## src/sv/lpht_pkg.sv

```systemverilog
package lpht_pkg;

    localparam int SLOTS_DEF = 16;
    localparam int OP_W      = 2;
    localparam int KEY_W     = 31;
    localparam int STATUS_W  = 3;
    localparam int INDEX_W   = 4;
    localparam int MARK_W    = 2;

    // Home slot is (key mod MOD_BASE) mod SLOTS; a residue of MOD_BASE fits RES_BITS.
    localparam int MOD_BASE  = 1000;
    localparam int RES_BITS  = 10;
    // 2^RES_BITS is FOLD_MUL modulo MOD_BASE, so the bits above RES_BITS fold down.
    localparam int FOLD_MUL  = (1 << RES_BITS) - MOD_BASE;

    localparam logic [OP_W-1:0] OP_INSERT = 2'd0;
    localparam logic [OP_W-1:0] OP_SEARCH = 2'd1;
    localparam logic [OP_W-1:0] OP_DELETE = 2'd2;

    localparam logic [STATUS_W-1:0] ST_INSERTED = 3'd0;
    localparam logic [STATUS_W-1:0] ST_FOUND    = 3'd1;
    localparam logic [STATUS_W-1:0] ST_DELETED  = 3'd2;
    localparam logic [STATUS_W-1:0] ST_MISSING  = 3'd3;
    localparam logic [STATUS_W-1:0] ST_FULL     = 3'd4;

    localparam logic [MARK_W-1:0] MARK_EMPTY = 2'd0;
    localparam logic [MARK_W-1:0] MARK_USED  = 2'd1;
    localparam logic [MARK_W-1:0] MARK_GONE  = 2'd2;

    typedef struct packed {
        logic [OP_W-1:0]  operation;
        logic [KEY_W-1:0] key;
    } in_word_t;

    typedef struct packed {
        logic [STATUS_W-1:0] status;
        logic [INDEX_W-1:0]  slot_index;
    } out_word_t;

endpackage

```

## src/sv/lpht_ram.sv

```systemverilog
module lpht_ram #(
    parameter int WIDTH = 8,
    parameter int DEPTH = 16
) (
    input  logic                     clk,
    input  logic                     wr_en,
    input  logic [$clog2(DEPTH)-1:0] wr_addr,
    input  logic [WIDTH-1:0]         wr_data,
    input  logic                     rd_en,
    input  logic [$clog2(DEPTH)-1:0] rd_addr,
    output logic [WIDTH-1:0]         rd_data
);

    logic [WIDTH-1:0] mem [DEPTH];

    always_ff @(posedge clk)
    begin
        if (wr_en)
        begin
            mem[wr_addr] <= wr_data;
        end
        if (rd_en)
        begin
            rd_data <= mem[rd_addr];
        end
    end

endmodule

```

## src/sv/linear_probe_hash_table.sv

```systemverilog
// Channel   Direction   Handshake            Word
// in        input       in_valid, in_stall   lpht_pkg::in_word_t   (operation, key)
// out       output      out_valid, out_stall lpht_pkg::out_word_t  (status, slot_index)
//
// Hashing folds the key down to key mod 1000, then one reciprocal multiply gives the
// remainder modulo SLOTS. The home slot is read, the probe goes on slot by slot
// (1 to SLOTS probed slots), and the output register is loaded last.
// After reset a clearing pass marks every slot empty; in_stall is high.
// in_stall stays high while an item is in progress; a result waiting in the output
// register does not block the next item until that item is finished.
module linear_probe_hash_table #(
    parameter int SLOTS = lpht_pkg::SLOTS_DEF
) (
    input  logic                clk,
    input  logic                rst_n,
    input  logic                in_valid,
    output logic                in_stall,
    input  lpht_pkg::in_word_t  in_word,
    output logic                out_valid,
    input  logic                out_stall,
    output lpht_pkg::out_word_t out_word
);

    import lpht_pkg::*;

    localparam int SW       = $clog2(SLOTS);
    localparam int RECIP_SH = 2 * RES_BITS;
    // Rounded-up reciprocal of SLOTS; exact for every dividend below 2^RES_BITS.
    localparam int RECIP    = ((1 << RECIP_SH) + SLOTS - 1) / SLOTS;
    localparam int PROD_W   = RES_BITS + RECIP_SH;
    localparam int ENT_W    = MARK_W + KEY_W;

    typedef enum logic [6:0] {
        S_CLEAR  = 7'b0000001,
        S_IDLE   = 7'b0000010,
        S_HASH_K = 7'b0000100,
        S_HASH_S = 7'b0001000,
        S_READ   = 7'b0010000,
        S_CHECK  = 7'b0100000,
        S_DONE   = 7'b1000000
    } state_t;

    state_t state_reg, state_next;
    logic [SW-1:0]       s_reg, s_next;
    logic [SW-1:0]       n_reg, n_next;
    logic [KEY_W-1:0]    hash_reg, hash_next;
    logic [RES_BITS-1:0] quot_reg, quot_next;
    logic [OP_W-1:0]     op_reg, op_next;
    logic [KEY_W-1:0]    key_reg, key_next;
    logic [STATUS_W-1:0] res_status_reg, res_status_next;
    logic [SW-1:0]       res_slot_reg, res_slot_next;
    logic                out_valid_reg, out_valid_next;
    out_word_t           out_reg, out_next;

    logic [KEY_W-1:0]    fold_sum;
    logic [KEY_W-1:0]    unit_out;
    logic [PROD_W-1:0]   recip_prod;
    logic [PROD_W-1:0]   quot_prod;
    logic [RES_BITS-1:0] home_res;
    logic [SW-1:0]       s_wrap;
    logic                last_probe;
    logic [SW+INDEX_W-1:0] slot_ext;

    logic                wr_en;
    logic [SW-1:0]       wr_addr;
    logic [ENT_W-1:0]    wr_data;
    logic                rd_en;
    logic [SW-1:0]       rd_addr;
    logic [ENT_W-1:0]    rd_data;
    logic [MARK_W-1:0]   rd_mark;
    logic [KEY_W-1:0]    rd_key;

    // Each slot holds its mark above its key.
    lpht_ram #(
        .WIDTH (ENT_W),
        .DEPTH (SLOTS)
    ) u_slots (
        .clk     (clk),
        .wr_en   (wr_en),
        .wr_addr (wr_addr),
        .wr_data (wr_data),
        .rd_en   (rd_en),
        .rd_addr (rd_addr),
        .rd_data (rd_data)
    );

    assign rd_mark = rd_data[ENT_W-1:KEY_W];
    assign rd_key  = rd_data[KEY_W-1:0];

    // Shared reduction step: fold the bits above RES_BITS down, or take off MOD_BASE
    // once the value fits in RES_BITS. Each step keeps the value modulo MOD_BASE.
    assign fold_sum = KEY_W'(hash_reg[KEY_W-1:RES_BITS]) * KEY_W'(FOLD_MUL)
                    + KEY_W'(hash_reg[RES_BITS-1:0]);
    assign unit_out = (hash_reg[KEY_W-1:RES_BITS] != '0) ? fold_sum
                    : (hash_reg >= KEY_W'(MOD_BASE)) ? (hash_reg - KEY_W'(MOD_BASE))
                    : hash_reg;

    assign recip_prod = PROD_W'(hash_reg[RES_BITS-1:0]) * PROD_W'(RECIP);
    assign quot_prod  = PROD_W'(quot_reg) * PROD_W'(SLOTS);
    assign home_res   = hash_reg[RES_BITS-1:0] - quot_prod[RES_BITS-1:0];

    assign s_wrap     = (s_reg == SW'(SLOTS - 1)) ? '0 : (s_reg + 1'b1);
    assign last_probe = (n_reg == SW'(SLOTS - 1));
    assign slot_ext   = {{INDEX_W{1'b0}}, res_slot_reg};

    assign in_stall  = (state_reg != S_IDLE);
    assign out_valid = out_valid_reg;
    assign out_word  = out_reg;

    always_comb
    begin
        state_next      = state_reg;
        s_next          = s_reg;
        n_next          = n_reg;
        hash_next       = hash_reg;
        quot_next       = quot_reg;
        op_next         = op_reg;
        key_next        = key_reg;
        res_status_next = res_status_reg;
        res_slot_next   = res_slot_reg;
        out_valid_next  = out_valid_reg;
        out_next        = out_reg;
        wr_en           = 1'b0;
        wr_addr         = s_reg;
        wr_data         = {MARK_EMPTY, key_reg};
        rd_en           = 1'b0;
        rd_addr         = s_reg;

        if (out_valid_reg && !out_stall)
        begin
            out_valid_next = 1'b0;
        end

        case (state_reg)
            S_CLEAR:
            begin
                wr_en = 1'b1;
                if (s_reg == SW'(SLOTS - 1))
                begin
                    s_next     = '0;
                    state_next = S_IDLE;
                end
                else
                begin
                    s_next = s_reg + 1'b1;
                end
            end
            S_IDLE:
            begin
                if (in_valid)
                begin
                    op_next    = in_word.operation;
                    key_next   = in_word.key;
                    hash_next  = in_word.key;
                    state_next = S_HASH_K;
                end
            end
            S_HASH_K:
            begin
                hash_next = unit_out;
                if (unit_out < KEY_W'(MOD_BASE))
                begin
                    state_next = S_HASH_S;
                end
            end
            S_HASH_S:
            begin
                quot_next  = recip_prod[PROD_W-1:RECIP_SH];
                n_next     = '0;
                state_next = S_READ;
            end
            S_READ:
            begin
                s_next     = home_res[SW-1:0];
                rd_en      = 1'b1;
                rd_addr    = home_res[SW-1:0];
                state_next = S_CHECK;
            end
            S_CHECK:
            begin
                state_next      = S_DONE;
                res_status_next = ST_MISSING;
                res_slot_next   = '0;
                if (op_reg == OP_INSERT)
                begin
                    if (rd_mark != MARK_USED)
                    begin
                        wr_en           = 1'b1;
                        wr_data         = {MARK_USED, key_reg};
                        res_status_next = ST_INSERTED;
                        res_slot_next   = s_reg;
                    end
                    else if (last_probe)
                    begin
                        res_status_next = ST_FULL;
                    end
                    else
                    begin
                        state_next = S_CHECK;
                    end
                end
                else if (op_reg == OP_SEARCH || op_reg == OP_DELETE)
                begin
                    if (rd_mark == MARK_EMPTY)
                    begin
                        res_status_next = ST_MISSING;
                    end
                    else if (rd_mark == MARK_USED && rd_key == key_reg)
                    begin
                        res_slot_next = s_reg;
                        if (op_reg == OP_DELETE)
                        begin
                            wr_en           = 1'b1;
                            wr_data         = {MARK_GONE, rd_key};
                            res_status_next = ST_DELETED;
                        end
                        else
                        begin
                            res_status_next = ST_FOUND;
                        end
                    end
                    else if (!last_probe)
                    begin
                        state_next = S_CHECK;
                    end
                end
                // Moving on: read the next slot so its entry is ready next cycle.
                if (state_next == S_CHECK)
                begin
                    s_next  = s_wrap;
                    n_next  = n_reg + 1'b1;
                    rd_en   = 1'b1;
                    rd_addr = s_wrap;
                end
            end
            S_DONE:
            begin
                if (!out_valid_reg || !out_stall)
                begin
                    out_valid_next      = 1'b1;
                    out_next.status     = res_status_reg;
                    out_next.slot_index = slot_ext[INDEX_W-1:0];
                    state_next          = S_IDLE;
                end
            end
            default:
            begin
                state_next = S_IDLE;
            end
        endcase
    end

    always_ff @(posedge clk or negedge rst_n)
    begin
        if (!rst_n)
        begin
            state_reg     <= S_CLEAR;
            s_reg         <= '0;
            out_valid_reg <= 1'b0;
        end
        else
        begin
            state_reg     <= state_next;
            s_reg         <= s_next;
            out_valid_reg <= out_valid_next;
        end
    end

    always_ff @(posedge clk)
    begin
        n_reg          <= n_next;
        hash_reg       <= hash_next;
        quot_reg       <= quot_next;
        op_reg         <= op_next;
        key_reg        <= key_next;
        res_status_reg <= res_status_next;
        res_slot_reg   <= res_slot_next;
        out_reg        <= out_next;
    end

endmodule

```

## config.mk

```make
export PLATFORM = sky130hd
export DESIGN_NAME = linear_probe_hash_table
export DESIGN_NICKNAME = d
export VERILOG_FILES = /design/src/sv/lpht_pkg.sv /design/src/sv/lpht_ram.sv /design/src/sv/linear_probe_hash_table.sv
export SDC_FILE = /design/constraint.sdc
export NUM_CORES = 1
export LEC_CHECK = 0
export BUFFER_PORTS_ARGS = -buffer_cell sky130_fd_sc_hd__buf_2
export CORE_MARGIN = 2
export CORE_UTILIZATION = 50
export DETAILED_ROUTE_END_ITERATION = 10
export GPL_TIMING_DRIVEN = 1
export PLACE_DENSITY = 0.66
export SLEW_MARGIN = 20
export SYNTH_ARGS = -nofsm -noshare
export SYNTH_HDL_FRONTEND = slang
export SYNTH_HIERARCHICAL = 1
export SYNTH_SLANG_ARGS = --single-unit
```

## constraint.sdc

```tcl
create_clock -name clk -period 5.9 [get_ports clk]
set_clock_uncertainty 0.2 [all_clocks]
set_input_delay 0.885 -clock clk [delete_from_list [all_inputs] [get_ports clk]]
set_output_delay 0.885 -clock clk [all_outputs]
set_load 0.005 [all_outputs]
```

# After elaboration in Yosys (flattened, before gate mapping)
# Memory sizes are Yosys's and may differ from the RTL's. A register that Yosys moved wholly into a read port is not among the register bits.
# Cells that the tools add are included.
[word_totals]
register_bits = 94
ram_bits = 528
input_bits = 37
out_inout_bits = 9
wordCells = 113
memories = 1
[classes]
addsub = 5
n_mul = 1
n_lt_le_gt_ge = 2
eq_ne = 21
mux = 55
n_reduce_logical = 17
[mem_list]
columns = ["name", "depth", "width", "read_ports", "rd_clocked_by_memory_dff", "write_ports", "line", "rtl"]
rows = [
  ["u_slots.mem", 16, 33, 1, 1, 1, "lpht_ram.sv:14", "logic [WIDTH-1:0] mem [DEPTH];"],
]
[ops]
columns = ["operator", "count"]
rows = [
  ["$mux W33", 6],
  ["$mux W31", 3],
  ["$mux W7", 11],
  ["$pmux W31 S2", 1],
  ["$pmux W7 S7", 1],
  ["$mux W32", 1],
  ["$mux W4", 8],
  ["$eq A31 B31 Y1", 1],
  ["$ge A31 B10 Y1 const B", 1],
  ["$lt A31 B10 Y1 const B", 1],
  ["$sub A31 B10 Y31 const B", 1],
  ["$add A26 B10 Y27", 1],
  ["$mul A21 B2 Y23 const B", 1],
  ["$reduce_bool A21 Y1", 1],
  ["$pmux W4 S2", 2],
  ["$eq A7 B6 Y1 const B", 2],
  ["$mux W1", 12],
  ["$pmux W4 S3", 1],
  ["$ne A2 B2 Y1 const B", 5],
  ["$mux W3", 3],
  ["$add A4 B1 Y4 const B", 2],
  ["$eq A4 B4 Y1 const B", 2],
  ["$mux W2", 4],
  ["$reduce_and A2 Y1", 4],
  ["19 further kinds", 26],
]

# Longest topological paths before layout
# Gate-level depths: netlist (run 1).
[depth]
word_depth = 10
depth_mapped = 17
depth_no_buf = 17

# Hierarchy
# The synthesis (run 1) kept the hierarchy.
[by_module_without_submodules]
columns = ["mod", "n_inst", "cells_each", "area_each_um2", "seq_area_each_um2"]
rows = [
  ["lpht_ram", 1, 864, 20961.4, 16846.2],
  ["linear_probe_hash_table", 1, 877, 7863.8, 2763.9],
]

# Worst setup path after synthesis (run 1)
# No wires, ideal clock.
[synth_timing]
path_type = "register to register"
from = "register state_reg[2]"
to = "memory u_slots/mem[0][0] (netlist name), enable pin"
setup_time_ns = 0.464
t_arrival_ns = 4.566
required_ns = 5.236
slack_ns = 0.670
path_stages_with_launch = 7
n_path_buf = 0
period_less_slack_ns = 5.230
cell_sequence = "dfrtp_1 -> or3_1 -> or3_1 -> or3b_2 -> o21ai_0 -> or3b_2 -> nor3_1"
[synth_between]
elab_chain_len = 4
word_cells_on_any_way = 5
classes_between = "2 x eq/ne; 3 x mux"
[synth_lines]
columns = ["element", "line", "rtl"]
rows = [
  ["start, declared", "linear_probe_hash_table.sv:43", "state_t state_reg, state_next;"],
  ["start signal, assigned", "linear_probe_hash_table.sv:263", "state_reg <= state_next;"],
  ["$eq A7 B6 Y1 / $eq A7 B1 Y1 (equally long branches)", "linear_probe_hash_table.sv:134", "case (state_reg)"],
  ["$pmux W1 S2 *", "linear_probe_hash_table.sv:134", ""],
  ["via wr_en", "linear_probe_hash_table.sv:64", "logic wr_en;"],
  ["$mux W1 *", "lpht_ram.sv:18", "if (wr_en)"],
  ["$mux W1 (implied by the code) *", "lpht_ram.sv:20", "mem[wr_addr] <= wr_data;"],
  ["end, declared", "lpht_ram.sv:14", ""],
]
# Mark *: on every way through the listed nets, which the timed path passes. The rest lies on a longest branch.

# Final worst setup path (run 1)
[layout_timing]
from = "register key_reg[6]"
to = "register u_slots.rd_data[11] (read register of u_slots.mem) (data pin)"
[layout_between]
elab_chain_len = 10
word_cells_on_any_way = 12
classes_between = "2 x eq/ne; 9 x mux; 1 x reduce/logical"
[layout_lines]
columns = ["element", "line", "rtl"]
rows = [
  ["start, declared", "linear_probe_hash_table.sv:49", "logic [KEY_W-1:0] key_reg, key_next;"],
  ["start signal, assigned", "linear_probe_hash_table.sv:275", "key_reg <= key_next;"],
  ["$eq A31 B31 Y1", "linear_probe_hash_table.sv:208", "else if (rd_mark == MARK_USED && rd_key == key_reg)"],
  ["$logic_and A1 B1 Y1", "linear_probe_hash_table.sv:208", ""],
  ["$mux W7", "linear_probe_hash_table.sv:208", ""],
  ["$mux W7", "linear_probe_hash_table.sv:204", "if (rd_mark == MARK_EMPTY)"],
  ["$mux W7", "linear_probe_hash_table.sv:202", "else if (op_reg == OP_SEARCH || op_reg == OP_DELETE)"],
  ["$mux W7", "linear_probe_hash_table.sv:184", "if (op_reg == OP_INSERT)"],
  ["$mux W7", "linear_probe_hash_table.sv:134", ""],
  ["$eq A7 B6 Y1", "linear_probe_hash_table.sv:228", "if (state_next == S_CHECK)"],
  ["$mux W4", "-", ""],
  ["$pmux W4 S2", "linear_probe_hash_table.sv:134", ""],
  ["via rd_addr[0]", "linear_probe_hash_table.sv:68", "logic [SW-1:0] rd_addr;"],
  ["end, declared", "lpht_ram.sv:11", "output logic [WIDTH-1:0] rd_data"],
]
# The timed path passes the listed nets, and every way through them passes these cells. The select of a mux whose other input is x is not followed.
# A chain may end at the register's enable or synchronous reset.

==> results of run 1 <==
==> cell usage in the layout, fill, tap and decap left out, types with 7 or more instances in the layout <==
cell type	n
a21oi_1	45
mux4_1	19
and4_1	7
or4_1	7
nand2_1	137
xnor2_1	42
and3_1	8
a22oi_1	67
buf_4	18
clkinv_1	17
o21bai_1	7
buf_12	19
clkinv_2	9
edfxtp_1	643
and2_1	15
clkbuf_1	9
nor2b_1	9
o21ai_0	57
nand4_1	18
nand2b_1	9
nor2_1	51
buf_2	45
nand3_1	26
nor4_1	12
o21a_1	7
xor2_1	37
or3_1	7
nor3_1	15
inv_1	41
nor2_4	14
mux2i_1	13
a21o_1	16
ha_1	58
clkbuf_16	72
o211ai_1	13
dfrtp_1	11
mux4_2	113
==> worst max path at each step <==
stage / slack, ns / from / endpoint / cells after the start
global placement: 0.96 / key_reg[6]$_DFFE_PP_ / u_slots/rd_data[13]$_DFFE_PP_ / 14
detailed placement: 0.93 / key_reg[6]$_DFFE_PP_ / u_slots/rd_data[16]$_DFFE_PP_ / 14
finish: 0.87 / key_reg[6]$_DFFE_PP_ / u_slots/rd_data[11]$_DFFE_PP_ / 14
floorplan: 0.67 / state_reg[2]$_DFFE_PN0P_ / u_slots/mem[0][0]$_DFFE_PP_ / 6
global route: 0.58 / hash_reg[17]$_DFFE_PP_ / state_reg[2]$_DFFE_PN0P_ / 13
CTS: 0.89 / key_reg[6]$_DFFE_PP_ / u_slots/rd_data[11]$_DFFE_PP_ / 14
==> logic make-up (layout without fill, tap and decap cells) <==
logic type / Yosys count / count (layout) / synth area share
xor+xnor: 80 / 80 / 0.02457
flops: 655 / 655 / 0.6803
buf+inv: 150 / 243 / 0.02561
fa+ha+maj: 60 / 60 / 0.02657
simple gates: 376 / 376 / 0.06589
compound gates: 274 / 274 / 0.06654
mux: 146 / 146 / 0.1105
==> worst reg2reg max path, stage by stage (launching register included) <==
cell      delay (ns)
edfxtp_1        0.62
xor2_1          0.25
nor4_1          0.65
nand4_1         0.17
nor4_1          0.34
buf_4           0.19
o21bai_1        0.06
and3_1          0.26
mux2_2          0.29
o21ai_0         0.27
a21o_4          0.19
buf_12          0.37
mux4_2          0.58
a22oi_1         0.23
nand2_1         0.10
==> per-stage QoR <==
stage,util,std cells
floorplan,-,1741
global route,0.5629,2599
global placement,0.5248,2479
finish,0.5629,2599
CTS,0.5628,2599
detailed placement,0.5248,2479
==> where the power goes <==
part / internal, mW / total, mW / leakage [nW] / switching, mW
Combinational: 1.28 / 3.48 / 3.50 / 2.20
Clock: 2.44 / 4.18 / 1.06 / 1.74
Sequential: 5.46 / 5.79 / 5.88 / 0.324
Total: 9.19 / 13.5 / 10.4 / 4.27
==> cell type report <==
cell class	count	area share
clock buffers	81	0.05685
clock inverters	38	0.01042
inverters	41	0.004766
multi-input cells	936	0.2678
flip-flops and latches	655	0.6073
well taps	765	0.02964
repair buffers	83	0.02325
==> metal layers <==
layer  up-vias  wire [um]
met3       123       5755
met5         -         13
met1      8430      30440
li1       6990          -
met4         2       1694
met2       721      33440
==> flow_summary.yaml, run 1 <==
setup_path:
  crit_type: "reg -> reg"
  worstReg2RegStart: "key_reg[6]$_DFFE_PP_"
  crit_buf_inv: 2
  path_max_fanout: 49
  crit_family: "simple AND/OR/NAND/NOR gates"
  r2r-end: "u_slots/rd_data[11]$_DFFE_PP_"
  reg2reg_depth: 14
  reg2reg_slack_ns: 0.87
  crit_top_cell: "nor4_1"
  arrival_ns: 5.17
  crit_path_start_kind: "register"
  end_kind: "register"
  crit_required_ns: 6.04
  crit_path_top_delay_cell: "nor4_1"
  path_cells: "xor2_1, nor4_1, nand4_1, nor4_1, buf_4, o21bai_1, and3_1, mux2_2, o21ai_0, a21o_4, buf_12, mux4_2, a22oi_1, nand2_1"
  cpPeakStageDelay_ns: 0.65
sta:
  slew_viol_final: 0
  period_needed_ns: 5.030
  worst_slack_ns: 0.8704
  hold_viol: 0
  fin_crit_sh: 0.8525
  holdWs_ns: 0.2189
  relSlewSlack: 0.3064
  rsz0062_at_grt: "false"
  clock.fmax_mhz: 198.8
  setup_viol: 0
  fin_tns_setup_ns: 0
  worst_slew_pin_slew_ns: 1.032
run:
  max_cap_viol_count: 0
synthesis:
  synth-seq-cells: 655
  yosys_warnings: 6
  synth.distinct_cells: 86
  postSynthCellCount: 1741
  ys_seq_area_frac: 0.6803
  synth-edff-count: 643
  yosysTopAreaCellShare: 0.6698
  synth_flop_cell: "edfxtp_1"
  synth_area_leaders: "edfxtp_1 67%, mux4_2 8.8%, ha_1 2.5%, nand2_1 1.8%, a22oi_1 1.7%"
  syn_area_per_cell_um2: 16.56
  synth_nets: 1838
  synth_area_mm2: 0.02883
  synth_most_common_cell: "edfxtp_1"
  synthArstFlopShare: 0.01832
  synth_top_cell_by_area: "edfxtp_1"
  synth_common_cells: "643 x edfxtp_1, 137 x nand2_1, 113 x mux4_2"
grt:
  grt.busiest_layer: "met2"
  grt_max_degree: 50
  antenna_found_initial: 3
  use_met1: 0.3538
  gr-usage-all-layers: 0.2413
  grt.met3_usage: 0.04225
  grt_use_met2: 0.3782
  grt_overflow: 0
  grt_pass1_vias: 15830
  grt_pass1_wl_um: 104900
pwr:
  p_leak_nw: 10.44
  p_total_mw: 13.45
  power_per_cell_area_mw_per_mm2: 416.6
  ir_drop_mv: 0.2508
floorplan:
  fp-row-count: 88
  die_w_um: 244.1
  io_pins: 46
  start_util: 0.5025
  die_y_um: 244.1
  dieArea_mm2: 0.05959
  core_area_mm2: 0.05737
hold_path:
  hold_end: "out_word[5]$_DFFE_PP_"
  min_path_type: "reg -> reg"
  holdPathStages: 0
  hp-start: "res_status_reg[1]$_DFFE_PP_"
detailed_routing:
  drc: 0
  vias: 16270
  drt_first_pass_iters: 6
  first_iter_violations: 1943
  drtAntennaViolNets: 0
  wirelength_um: 71350
  via_per_inst: 6.259
  wl_per_cell_um: 27.45
cells_and_area:
  syn_to_final_growth_pct: 12.02
  seqCellArea_mm2: 0.01961
  top_register: "u_slots/mem"
  multi_input_area_mm2: 0.008646
  layout-drive-gt1-share: 0.1897
  num-fill-cells: 4408
  layout_top_registers: "u_slots/mem (528), u_slots/rd_data (33)"
  final_cell_area_mm2: 0.03229
  fin_nets: 1883
  largest_reg_flops: 528
  n_antenna_cell: 0
cts:
  cts_tree: "built"
  cts_sinks: 655
  cts-buffers-inserted: 69
  cts_buffer_depth: 3
  clkTransAtPathRegs_ns: 0.06
  cts_root_buf: "clkbuf_16"
  cts_resized: 0
  hold_buffers: 1
  post-cts-setup-buffers: 0
  clock_latency_ns: 0.61
  htreeDepth: 3
place:
  pre_cts_ws_ns: 0.9316
  dpl_cell_area_mm2: 0.03010
  io_buffers: 45
  place_hpwl_um: 41840
  place.gp.congestion: 0.9295
run_status:
  status: "finished, final reports clean"
(Power assumes the default switching activity.)
==> run 2, diff against run 1 <==
--- a/config.mk
+++ b/config.mk
@@ -7,10 +7,10 @@
 export LEC_CHECK = 0
 export BUFFER_PORTS_ARGS = -buffer_cell sky130_fd_sc_hd__buf_2
 export CORE_MARGIN = 2
-export CORE_UTILIZATION = 50
+export CORE_UTILIZATION = 55
 export DETAILED_ROUTE_END_ITERATION = 10
 export GPL_TIMING_DRIVEN = 1
-export PLACE_DENSITY = 0.66
+export PLACE_DENSITY = 0.71
 export SLEW_MARGIN = 20
 export SYNTH_ARGS = -nofsm -noshare
 export SYNTH_HDL_FRONTEND = slang
==> run 2 against run 1 <==
Against the previous run:
- sequential cell count did not move
- sequential power about the same
- cell area is 0.14% higher
- non-clock buffer count is 9 higher
- via count up 0.83%
- largest cell class unchanged
- largest power group unchanged
==> flow_summary.yaml, run 2 (synthesis gave the netlist of run 1 again) <==
run_status:
  status: "finished, final reports clean"
sta:
  clock.fmax_mhz: 194.8
  worst_slack_ns: 0.7660
  fin_tns_setup_ns: 0
  relSlewSlack: 0.3087
  rsz0062_at_grt: "false"
  period_needed_ns: 5.134
  worst_slew_pin_slew_ns: 1.033
  setup_viol: 0
  slew_viol_final: 0
  fin_crit_sh: 0.8702
  hold_viol: 0
setup_path:
  crit_type: "reg -> reg"
  cpPeakStageDelay_ns: 0.80
  crit_path_top_delay_cell: "edfxtp_1"
  path_max_fanout: 42
  end_kind: "register"
  crit_path_start_kind: "register"
  crit_required_ns: 6.04
  crit_top_cell: "nor4_1"
  path_cells: "xor2_1, nor4_1, nand4_1, nor4_1, buf_4, o21bai_1, and3_1, mux2_2, o21ai_0, a21o_4, buf_12, mux4_1, a22oi_1, nand2_1"
  arrival_ns: 5.28
cells_and_area:
  num-fill-cells: 3590
  final_cell_area_mm2: 0.03233
  layout_top_registers: "u_slots/mem (528), u_slots/rd_data (33)"
  final_common_cell: "edfxtp_1"
  top_register: "u_slots/mem"
  mostFrequentLayoutCells: "643 x edfxtp_1, 137 x nand2_1, 113 x mux4_2"
  syn_to_final_growth_pct: 12.18
  layout-drive-gt1-share: 0.1960
  largest_reg_flops: 528
  fin_nets: 1889
place:
  io_buffers: 45
  place_hpwl_um: 41840
  dpl_cell_area_mm2: 0.03007
  pre_cts_ws_ns: 0.7801
  place.gp.congestion: 0.9826
cts:
  cts_tree: "built"
  cts_buffer_depth: 3
  htreeDepth: 3
  hold_buffers: 1
  cts_resized: 0
  cts_root_buf: "clkbuf_16"
  post-cts-setup-buffers: 0
  clkTransAtPathRegs_ns: 0.06
  cts_sinks: 655
  cts-buffers-inserted: 66
  clock_latency_ns: 0.61
pwr:
  ir_drop_mv: 0.2541
  power_per_cell_area_mw_per_mm2: 423.6
  p_leak_nw: 10.53
detailed_routing:
  first_iter_violations: 1904
  wl_per_cell_um: 28.11
  wirelength_um: 70910
  drc: 0
  drtAntennaViolNets: 0
  vias: 16400
  via_per_inst: 6.501
  drt_first_pass_iters: 6
grt:
  grt_max_degree: 47
  grt_overflow: 0
  grt_pass1_vias: 16430
  antenna_found_initial: 0
  gr-usage-all-layers: 0.2693
  grt_pass1_wl_um: 105800
floorplan:
  dieArea_mm2: 0.05426
  die_w_um: 232.9
  core_area_mm2: 0.05161
  die_y_um: 232.9
  fp-row-count: 83
  io_pins: 46
  start_util: 0.5585
run:
  max_cap_viol_count: 0
hold_path:
  min_path_type: "reg -> reg"
[run 2: cell count changes in the layout (fill, tap and decap cells not counted), sizes merged]
| cell | previous run | this run |
|---|---|---|
| bufinv | 5 | 11 |
| inv | 44 | 46 |
| clkbuf | 81 | 79 |
| clkinvlp | 2 | 1 |
| diode | 0 | 1 |
| buf | 82 | 91 |
| clkinv | 28 | 22 |
[run 2: final timing paths]
kind | from | endpoint | depth (start not counted) | slack (ns)
max in group asynchronous | rst_n | state_reg[0]$_DFFE_PN1P_ | 2 | 4.70
min | res_slot_reg[2]$_DFFE_PP_ | out_word[2]$_DFFE_PP_ | 0 | 0.21
min in group asynchronous | rst_n | state_reg[1]$_DFFE_PN0P_ | 2 | 0.50
min reg2reg | res_slot_reg[2]$_DFFE_PP_ | out_word[2]$_DFFE_PP_ | 0 | 0.21
max | key_reg[23]$_DFFE_PP_ | u_slots/rd_data[20]$_DFFE_PP_ | 14 | 0.77
max reg2reg | key_reg[23]$_DFFE_PP_ | u_slots/rd_data[20]$_DFFE_PP_ | 14 | 0.77
[run 2: critical path: cells and delay by family (launching register included)]
family	cells	cell delay, ns
xor gates and xnor gates	1	0.20
DFF	1	0.80
and+or+nand+nor	5	1.40
AOI/OAI and AO/OA	4	0.75
buffers and inverters	2	0.51
muxes	2	0.95
[run 2: where the power goes]
part | total [mW] | internal [mW] | switching, mW
registers | 5.78 | 5.46 | 0.315
logic | 3.55 | 1.28 | 2.27
clock network | 4.37 | 2.62 | 1.75
[run 2: metal layers]
metal,vias to the layer above,GRT usage,part of all wire,wire (um)
met5,-,0,0,0
met3,119,0.05343,0.093,6568
met1,8446,0.3775,0.41,28730
met2,828,0.4287,0.48,33740
li1,7008,-,-,-
met4,0,0.08718,0.027,1880
[run 2: through the flow]
step,hold WS (ns),power (mW),utilization,std cells
2_1_floorplan,0.2003,8.301,-,1741
3_3_place_gp,0.2044,9.272,0.5825,2403
3_5_place_dp,0.2061,9.288,0.5825,2403
4_1_cts,0.2105,13.66,0.6264,2522
5_1_grt,0.2260,14.28,0.6264,2522
6_report,0.2111,13.70,0.6265,2523
[run 2: area by class of cell]
| type | count | area, um2 | area share |
|---|---|---|---|
| Sequential cell | 655 | 19610 | 0.6065 |
| Multi-Input combinational cell | 936 | 8642 | 0.2673 |
| Clock buffer | 79 | 1753 | 0.05421 |
| Tap cell | 680 | 850.8 | 0.02631 |
| Timing Repair Buffer | 92 | 818.3 | 0.02531 |
| Clock inverter | 39 | 504.2 | 0.01559 |
| Inverter | 41 | 153.9 | 0.004760 |
| Antenna cell | 1 | 2.502 | 0.00007739 |
==> run 3, diff against run 2 <==
--- a/config.mk
+++ b/config.mk
@@ -5,6 +5,7 @@
 export SDC_FILE = /design/constraint.sdc
 export NUM_CORES = 1
 export LEC_CHECK = 0
+export ABC_AREA = 1
 export BUFFER_PORTS_ARGS = -buffer_cell sky130_fd_sc_hd__buf_2
 export CORE_MARGIN = 2
 export CORE_UTILIZATION = 55
==> run 3 against run 2 <==
Against the previous run:
- clock power down 11%
- critical path depth down 1
- critical path type unchanged
- cell area is 9.1% higher
- hold slack gained 0.010 ns
- via count grew 43%
- die area grew 12%
- sequential power about the same
- synthesized cell count up 98%
- sequential cell count stayed put
==> flow_summary.yaml, run 3 <==
synthesis:
  synth_compound_area_frac: 0.02234
  synth_top_family_by_area: "simple AND/OR/NAND/NOR gates"
  synth_most_common_cell: "nand2_1"
  synthAdderAreaFrac: 0.02378
  synth_nets: 3543
  ys_seq_area_frac: 0.6089
  synth-simple-area-share: 0.2454
  yosys_warnings: 6
  synth_area_leaders: "edfxtp_1 60%, nand2_1 12%, nand3_1 8.2%, inv_1 6.7%, ha_1 2.3%"
  synth.distinct_cells: 52
  synth-seq-cells: 655
  synth-edff-count: 643
  syn_area_per_cell_um2: 9.346
  synthArstFlopShare: 0.01832
  synth_common_cells: "1059 x nand2_1, 643 x edfxtp_1, 574 x inv_1"
  synth_area_mm2: 0.03220
  synth-xor-area-share: 0.006799
  yosysTopAreaCellShare: 0.5996
  synth_top_cell_by_area: "edfxtp_1"
  synthMuxAreaShare: 0.0006216
  postSynthCellCount: 3446
  synth_flop_cell: "edfxtp_1"
floorplan:
  dieArea_mm2: 0.06051
  fp-row-count: 88
  io_pins: 46
  start_util: 0.5571
  die_w_um: 246.0
  die_y_um: 246.0
  core_area_mm2: 0.05781
cts:
  htreeDepth: 3
  cts_sinks: 655
  cts_resized: 0
  cts_buffer_depth: 3
  clock_latency_ns: 0.61
  cts_tree: "built"
  clkTransAtPathRegs_ns: 0.06
  cts-buffers-inserted: 66
  cts_root_buf: "clkbuf_16"
grt:
  grt_pass1_wl_um: 127200
  gr-usage-all-layers: 0.2799
  grt_max_degree: 207
  grt_pass1_vias: 22010
  grt_overflow: 0
  antenna_found_initial: 0
detailed_routing:
  wl_per_cell_um: 19.70
  wirelength_um: 83920
  vias: 23480
  first_iter_violations: 2343
  drtAntennaViolNets: 0
  via_per_inst: 5.512
  drc: 0
  drt_first_pass_iters: 5
sta:
  hold_viol: 0
  rsz0062_at_grt: "false"
  relSlewSlack: 0.2572
  slew_viol_final: 0
  period_needed_ns: 4.774
  worst_slew_pin_slew_ns: 1.108
  fin_tns_setup_ns: 0
  worst_slack_ns: 1.126
  holdWs_ns: 0.2211
  fin_crit_sh: 0.8092
  setup_viol: 0
  clock.fmax_mhz: 209.4
setup_path:
  reg2reg_depth: 13
  path_depth: 13
  crit_top_cell: "nand2_1"
  crit_path_start_kind: "register"
  crit_required_ns: 5.97
  crit_type: "reg -> reg"
  path_cells: "xor2_1, nor4_1, nand2_1, nor4_1, nand2_1, inv_1, nand2_1, o21ai_0, nand3_1, nand2_1, nand3b_1, nor2_4, buf_4"
  path_max_fanout: 18
  crit_path_top_delay_cell: "nor2_4"
  cpPeakStageDelay_ns: 0.82
  crit_buf_inv: 2
  crit_family: "simple AND/OR/NAND/NOR gates"
  arrival_ns: 4.84
  end_kind: "register"
cells_and_area:
  fin_cells: 4260
  largest_reg_flops: 528
  final_core_util: 0.6103
  layout-drive-gt1-share: 0.07697
  n_antenna_cell: 0
  final_cell_area_mm2: 0.03528
  top_register: "u_slots/mem"
  fin_nets: 3546
  layout_top_registers: "u_slots/mem (528), u_slots/rd_data (33)"
  mostFrequentLayoutCells: "1059 x nand2_1, 643 x edfxtp_1, 572 x inv_1"
  final_common_cell: "nand2_1"
  syn_to_final_growth_pct: 9.542
pwr:
  p_leak_nw: 15.22
  internal-power_mw: 9.024
  seqPwrFrac: 0.410
  ir_drop_mv: 0.4823
  clock_power_share: 0.276
  p_total_mw: 14.14
  switching_share: 0.3616
  p_sw_mw: 5.112
  p_comb_frac: 0.314
  power_per_cell_area_mw_per_mm2: 400.7
hold_path:
  holdPathStages: 0
  min_path_type: "reg -> reg"
place:
  dp_cells: 4145
  place.gp.congestion: 0.9586
  pre_cts_ws_ns: 1.195
  dpl_cell_area_mm2: 0.03330
  place_hpwl_um: 49880
  io_buffers: 45
run_status:
  status: "finished, final reports clean"
run:
  max_cap_viol_count: 0
run 3: cell types whose count changed in the layout (fill, tap and decap cells not counted), moves of 17 or more:
cell | previous run | this run
xor2_1 | 37 | 17
mux4_1 | 19 | 0
a22oi_1 | 67 | 1
inv_2 | 0 | 17
mux4_2 | 113 | 0
xnor2_1 | 42 | 8
inv_1 | 41 | 572
nor2_1 | 51 | 124
nand2_2 | 0 | 18
nand3_1 | 26 | 530
nand2_1 | 137 | 1059
run 3: power by group through the flow:
| stage | clock [mW] | combinational [mW] | sequential [mW] |
|---|---|---|---|
| final | 3.90 | 4.44 | 5.79 |
| after global routing | 4.12 | 4.94 | 5.82 |
| after CTS | 3.94 | 4.34 | 5.78 |
| after detailed placement | 0 | 4.32 | 5.87 |
| after global placement | 0 | 4.26 | 5.87 |
| after floorplan | 0 | 3.36 | 5.65 |
run 3: final timing paths:
check,startpoint,end,slack [ns]
worst max-delay path,key_reg[13]$_DFFE_PP_,u_slots/mem[5][16]$_DFFE_PP_,1.13
worst min-delay path,res_slot_reg[1]$_DFFE_PP_,out_word[1]$_DFFE_PP_,0.22
worst max register to register,key_reg[13]$_DFFE_PP_,u_slots/mem[5][16]$_DFFE_PP_,1.13
worst min register to register,res_slot_reg[1]$_DFFE_PP_,out_word[1]$_DFFE_PP_,0.22
max in group asynchronous,rst_n,state_reg[0]$_DFFE_PN1P_,4.66
min in group asynchronous,rst_n,state_reg[2]$_DFFE_PN0P_,0.53
run 3: area by class of cell:
| cell class | instances | area [um2] |
|---|---|---|
| fill | 4720 | 22530 |
| tap | 765 | 957.2 |
| sequential | 655 | 19610 |
| timing repair buffer | 89 | 645.6 |
| multi-input combinational | 2043 | 9853 |
| clock buffer | 90 | 1794 |
| inverter | 594 | 2240 |
| clock inverter | 24 | 177.7 |
run 3: routing by layer:
metal | wire (um) | vias to the layer above | share of wire | GRT usage
li1 | - | 11170 | - | -
met1 | 34650 | 11110 | 0.41 | 0.3849
met2 | 39260 | 1020 | 0.47 | 0.4511
met3 | 6941 | 185 | 0.083 | 0.03856
met4 | 3066 | 0 | 0.037 | 0.1134
met5 | 0 | - | 0 | 0
run 3: kinds of logic (layout without fill, tap and decap cells):
logic type	Yosys count	after routing
buffers and inverters	748	797
adder cells (fa/ha/maj)	60	60
AO/OA/AOI/OAI	125	125
flip-flops	655	655
XOR/XNOR	25	25
multiplexers	2	2
AND/OR/NAND/NOR	1831	1831
run 3: timing repair:
action,in CTS,in global routing
setup buffers,0,0
hold buffers,1,0
setup endpoints to repair,0,0
hold endpoints to repair,11,0
